$ cat src/hdl/c2cb_pkg.sv
// ----------------------------------------------------------------------------
// c2cb_pkg
// Shared types and constants of the 3x3 convolution and blend block.
// ----------------------------------------------------------------------------
package c2cb_pkg;

  localparam int NUM_TAPS  = 9;
  localparam int NUM_CHAN  = 4;
  localparam int CFG_IDX_W = 3;

  // register indexes of the configuration port
  localparam logic [CFG_IDX_W-1:0] REG_COEFF_TOP    = 3'd0;
  localparam logic [CFG_IDX_W-1:0] REG_COEFF_MID    = 3'd1;
  localparam logic [CFG_IDX_W-1:0] REG_COEFF_BOTTOM = 3'd2;
  localparam logic [CFG_IDX_W-1:0] REG_IMAGE_WIDTH  = 3'd3;
  localparam logic [CFG_IDX_W-1:0] REG_IMAGE_HEIGHT = 3'd4;
  localparam logic [CFG_IDX_W-1:0] REG_KERNEL_RAD   = 3'd5;
  localparam logic [CFG_IDX_W-1:0] REG_BLEND_STR    = 3'd6;
  localparam logic [CFG_IDX_W-1:0] REG_FILTER_ALPHA = 3'd7;

  typedef logic [63:0] pix_t;

  typedef enum logic [2:0] {
    S_IDLE,
    S_RD,
    S_CAP,
    S_PICK,
    S_START,
    S_WAIT,
    S_OUT
  } top_state_t;

  typedef enum logic [2:0] {
    L_IDLE,
    L_TAP,
    L_DIFF,
    L_MLO,
    L_MHI,
    L_SUM,
    L_FIN
  } lane_phase_t;

  typedef struct packed {
    logic rd_en;
    logic we;
  } row_ctl_t;

endpackage

$ cat src/hdl/c2cb_lane.sv
// ----------------------------------------------------------------------------
// c2cb_lane
// One channel: nine-tap multiply accumulate, then blend, round and clamp.
// ----------------------------------------------------------------------------
module c2cb_lane (
  input  logic               clk,
  input  logic               rst,
  input  logic               start,
  input  logic [15:0]        sample [c2cb_pkg::NUM_TAPS],
  input  logic signed [15:0] coeff  [c2cb_pkg::NUM_TAPS],
  input  logic [15:0]        orig,
  input  logic [16:0]        strength,
  input  logic [15:0]        smax,
  output logic               done,
  output logic [15:0]        result
);
  import c2cb_pkg::*;

  lane_phase_t       phase, phase_next;
  logic [3:0]        tap;
  logic signed [35:0] acc;
  logic signed [36:0] diff;
  logic [35:0]       plo;
  logic signed [35:0] phi;
  logic signed [32:0] prod;
  logic signed [55:0] t_orig, t_hi, t_lo, tot;
  logic [25:0]       v;

  assign prod = $signed(coeff[tap]) * $signed({1'b0, sample[tap]});

  always_comb begin
    phase_next = phase;
    unique case (phase)
      L_IDLE: if (start) phase_next = L_TAP;
      L_TAP:  if (tap == 4'(NUM_TAPS - 1)) phase_next = L_DIFF;
      L_DIFF: phase_next = L_MLO;
      L_MLO:  phase_next = L_MHI;
      L_MHI:  phase_next = L_SUM;
      L_SUM:  phase_next = L_FIN;
      L_FIN:  phase_next = L_IDLE;
      default: phase_next = L_IDLE;
    endcase
  end

  always_comb begin
    done = (phase == L_FIN);
  end

  // orig*2^30 + strength*diff + half, with the product split at bit 19
  always_comb begin
    t_orig = 56'($signed({1'b0, orig, 30'd0}));
    t_hi   = 56'(phi) <<< 19;
    t_lo   = 56'($signed({1'b0, plo}));
    tot    = t_orig + t_hi + t_lo + 56'sd536870912;
    v      = tot[55:30];
  end

  always_ff @(posedge clk) begin
    if (rst) begin
      phase <= L_IDLE;
    end else begin
      phase <= phase_next;
    end
  end

  always_ff @(posedge clk) begin
    case (phase)
      L_IDLE: begin
        acc <= '0;
        tap <= '0;
      end
      L_TAP: begin
        acc <= acc + 36'(prod);
        tap <= tap + 4'd1;
      end
      L_DIFF: diff <= 37'(acc) - 37'($signed({1'b0, orig, 14'd0}));
      L_MLO:  plo <= strength * diff[18:0];
      L_MHI:  phi <= $signed({1'b0, strength}) * $signed(diff[36:19]);
      L_SUM: begin
        if (tot[55]) begin
          result <= '0;
        end else if (v > {10'd0, smax}) begin
          result <= smax;
        end else begin
          result <= v[15:0];
        end
      end
      default: ;
    endcase
  end

endmodule

$ cat config.mk
export PLATFORM = sky130hd
export DESIGN_NAME = c2cb_lane
export DESIGN_NICKNAME = d
export VERILOG_FILES = /design/src/hdl/c2cb_pkg.sv /design/src/hdl/c2cb_lane.sv
export SDC_FILE = /design/constraint.sdc
export NUM_CORES = 2
export LEC_CHECK = 0
export BUFFER_PORTS_ARGS = -buffer_cell sky130_fd_sc_hd__buf_4
export CORE_MARGIN = 10
export CORE_UTILIZATION = 45
export CTS_CLUSTER_DIAMETER = 120
export CTS_CLUSTER_SIZE = 14
export DETAILED_ROUTE_END_ITERATION = 6
export PLACE_DENSITY_LB_ADDON = 0.15
export SYNTH_ARGS = -nofsm -noshare
export SYNTH_HDL_FRONTEND = slang
export SYNTH_SLANG_ARGS = --single-unit
export TNS_END_PERCENT = 50
$ cat constraint.sdc
create_clock -name clk -period 21 [get_ports clk]
set_input_delay 0 -clock clk [delete_from_list [all_inputs] [get_ports clk]]
set_output_delay 0 -clock clk [all_outputs]
set_load 0.005 [all_outputs]
==> results.sh <==
export IMPL_status="finished, final reports clean"
export IMPL_design_area_mm2=0.0443
export IMPL_grt_use_total_pct=22.7
export IMPL_dieHeight_um=317
export IMPL_place_congestion=0.930
export IMPL_async_flop_share_pct=0
export IMPL_grt_max_degree=56
export IMPL_period_needed_ns=8.95
export IMPL_drt_initial_drc_count=1600
export IMPL_ant_nets=0
export IMPL_placed_cell_area_mm2=0.0435
export IMPL_hold_viol=0
export IMPL_cpPeakStageDelay_ns=0.74
export IMPL_cts_buffers=17
export IMPL_path_class="register to register"
export IMPL_grt_pass1_vias=32300
export IMPL_grt_ovfl_total=0
export IMPL_fin_ws_ns=12.05
export IMPL_rr_startpoint="tap[0]"
export IMPL_wl_per_cell_um=19.4
export IMPL_synth_seq_area_share_pct=11.2
export IMPL_htreeDepth=4
export IMPL_arrival_ns=9.18
export IMPL_synth_fa_ha_area_share_pct=50.7
export IMPL_insertion_delay_ns=0.48
export IMPL_tns_ns=0
export IMPL_cp_slowest_cell="buf_4"
export IMPL_start_kind="register"
export IMPL_rsz0062_at_grt="false"
export IMPL_synth_nets=5792
export IMPL_drt_first_pass_iters=7
export IMPL_hp_start="orig[1]"
export IMPL_clk_pin_slew_worst_paths_ns=0.07
export IMPL_path_max_fanout=48
export IMPL_required_ns=21.23
export IMPL_ys_ff_latch=149
export IMPL_cts_tree="yes"
export IMPL_synth_area_per_cell_um2=9.26
export IMPL_slew_viol_final=0
export IMPL_grt_pass1_wl_mm=178
export IMPL_syn_inst=4281
export IMPL_max_freq_ghz=0.112
export IMPL_drt_total_wl_mm=111
export IMPL_io_buffers=356
export IMPL_synth_xor_area_share_pct=2.34
export IMPL_hpwl_mm=89.6
export IMPL_rows=108
export IMPL_synthSimpleGateAreaFrac_pct=14.6
export IMPL_drive_above_1_share_pct=12.0
export IMPL_tightestPinTransition_ns=1.09
export IMPL_dieWidth_um=317
export IMPL_core_area_mm2=0.0872
export IMPL_fill_cells=8260
export IMPL_antenna_found_initial=1
export IMPL_dieArea_mm2=0.100
export IMPL_drc=0
export IMPL_floorplan_initialDensity_pct=45.5
export IMPL_endpoint_kind="register"
export IMPL_synthFlopType="edfxtp_1"
export IMPL_boundaryPins=357
export IMPL_vias_per_cell=5.25
export IMPL_post_cts_buffers=0
export IMPL_syn2layout_area_growth_pct=11.6
export IMPL_timing_final_crit_share_pct=42.6
export IMPL_crit_top_cell="fa_1"
export IMPL_synth_compound_gate_area_share_pct=6.26
export IMPL_synth_edf_count=146
export IMPL_cts_sinks=149
export IMPL_cts_hold_buf=19
export IMPL_drv_cap=0
export IMPL_place_ws_ns=11.87
export IMPL_routed_via_count=30000
export IMPL_hold_path_class="primary input to register"
export IMPL_finClkSkew_ns=0.0172
export IMPL_startpoint="tap[0]"
export IMPL_cts_root_buf="clkbuf_16"
export IMPL_nets=6046
export IMPL_synth_cell_type_count=76
export IMPL_clk_path_buf_depth=2
export IMPL_ys_warn_count=0
export IMPL_synthesis_area_mm2=0.0397
export IMPL_muxShareOfSynthArea_pct=4.14
export IMPL_cts_resized=0
export IMPL_slew_limit_headroom_pct=27.3
export IMPL_synth_top_family_by_area="adder cells"
export IMPL_setup_viol=0
==> cell type report <==
class                      instances  area (um^2)  share of cell area (%)
multi-input combinational       3003        31000                    70.0
sequential                       149         4440                    10.0
inverter                         934         3510                    7.92
timing repair buffer             430         3280                    7.40
tap                             1155         1450                    3.27
clock buffer                      18          429                   0.970
clock inverter                    14          174                   0.393
antenna                            1         2.50                 0.00565
==> layer usage <==
metal  vias up  wire [um]  global-route usage (%)
li1      13800          -                       -
met1     15200      47300                    30.1
met2       902      54900                    38.7
met3       116       6190                    2.97
met4         0       2360                    5.80
met5         -          0                       0
==> Yosys cell counts, types with 36 or more instances <==
library cell / n / area, um^2
nand2_1: 587 / 2200
a21oi_1: 138 / 691
a21o_1: 36 / 270
nand2b_1: 63 / 394
ha_1: 445 / 5570
nor2b_1: 37 / 231
nor2_1: 219 / 822
and2_1: 204 / 1280
o21ai_0: 72 / 360
xnor2_1: 71 / 622
fa_1: 726 / 14500
clkbuf_1: 174 / 653
edfxtp_1: 146 / 4380
mux4_2: 64 / 1440
inv_1: 932 / 3500
==> metrics by stage <==
stage / hold WS, ns / std cells / util, %
after global placement: 0.190 / 5652 / 49.9
final: 0.0765 / 5704 / 50.8
after detailed placement: 0.186 / 5652 / 49.9
after floorplan: 0.0724 / 4281 / -
after CTS: 0.0531 / 5703 / 50.8
after global routing: 0.0922 / 5704 / 50.8
==> final timing paths <==
check,end,slack (ns),cells past startpoint
setup / recovery,acc[35],12.05,29
hold / removal,diff[15],0.08,3
setup reg to reg,acc[35],12.05,29
hold reg to reg,diff[9],0.50,0
==> sequential cells by signal (all words and copies together) (netlist names) <==
name    flops
tap         4
diff       37
plo        17
acc        36
result     16
phase       3
phi        36
==> critical path: cells and delay by family (launching register included) <==
| family | cells | cell delay (ns) |
|---|---|---|
| AO/OA/AOI/OAI | 11 | 2.52 |
| AND/OR/NAND/NOR | 2 | 0.20 |
| multiplexers | 2 | 0.74 |
| buffers and inverters | 7 | 1.58 |
| adder cells (fa/ha/maj) | 7 | 3.26 |
| flip-flops | 1 | 0.33 |
==> cells by family after synthesis <==
| group | Yosys count |
|---|---|
| AO/OA/AOI/OAI | 390 |
| XOR/XNOR | 106 |
| adder cells (fa/ha/maj) | 1171 |
| buffers and inverters | 1129 |
| flip-flops | 149 |
| multiplexers | 84 |
| AND/OR/NAND/NOR | 1252 |
==> layout by cell type, fill, tap and decap left out, drive strengths merged, types with 36 or more instances in the layout <==
cell | Yosys | routed
o21ai | 86 | 86
buf | 20 | 411
nor2 | 219 | 219
and2 | 204 | 204
nor2b | 37 | 37
mux4 | 64 | 64
a21o | 36 | 36
ha | 445 | 445
nand2 | 587 | 587
a21oi | 139 | 139
nand2b | 63 | 63
fa | 726 | 726
xnor2 | 71 | 71
edfxtp | 146 | 146
inv | 932 | 936
Power is left out: the tool's default activity adds up to more than one toggle a clock period on the data nets, which glitch-free logic cannot reach.
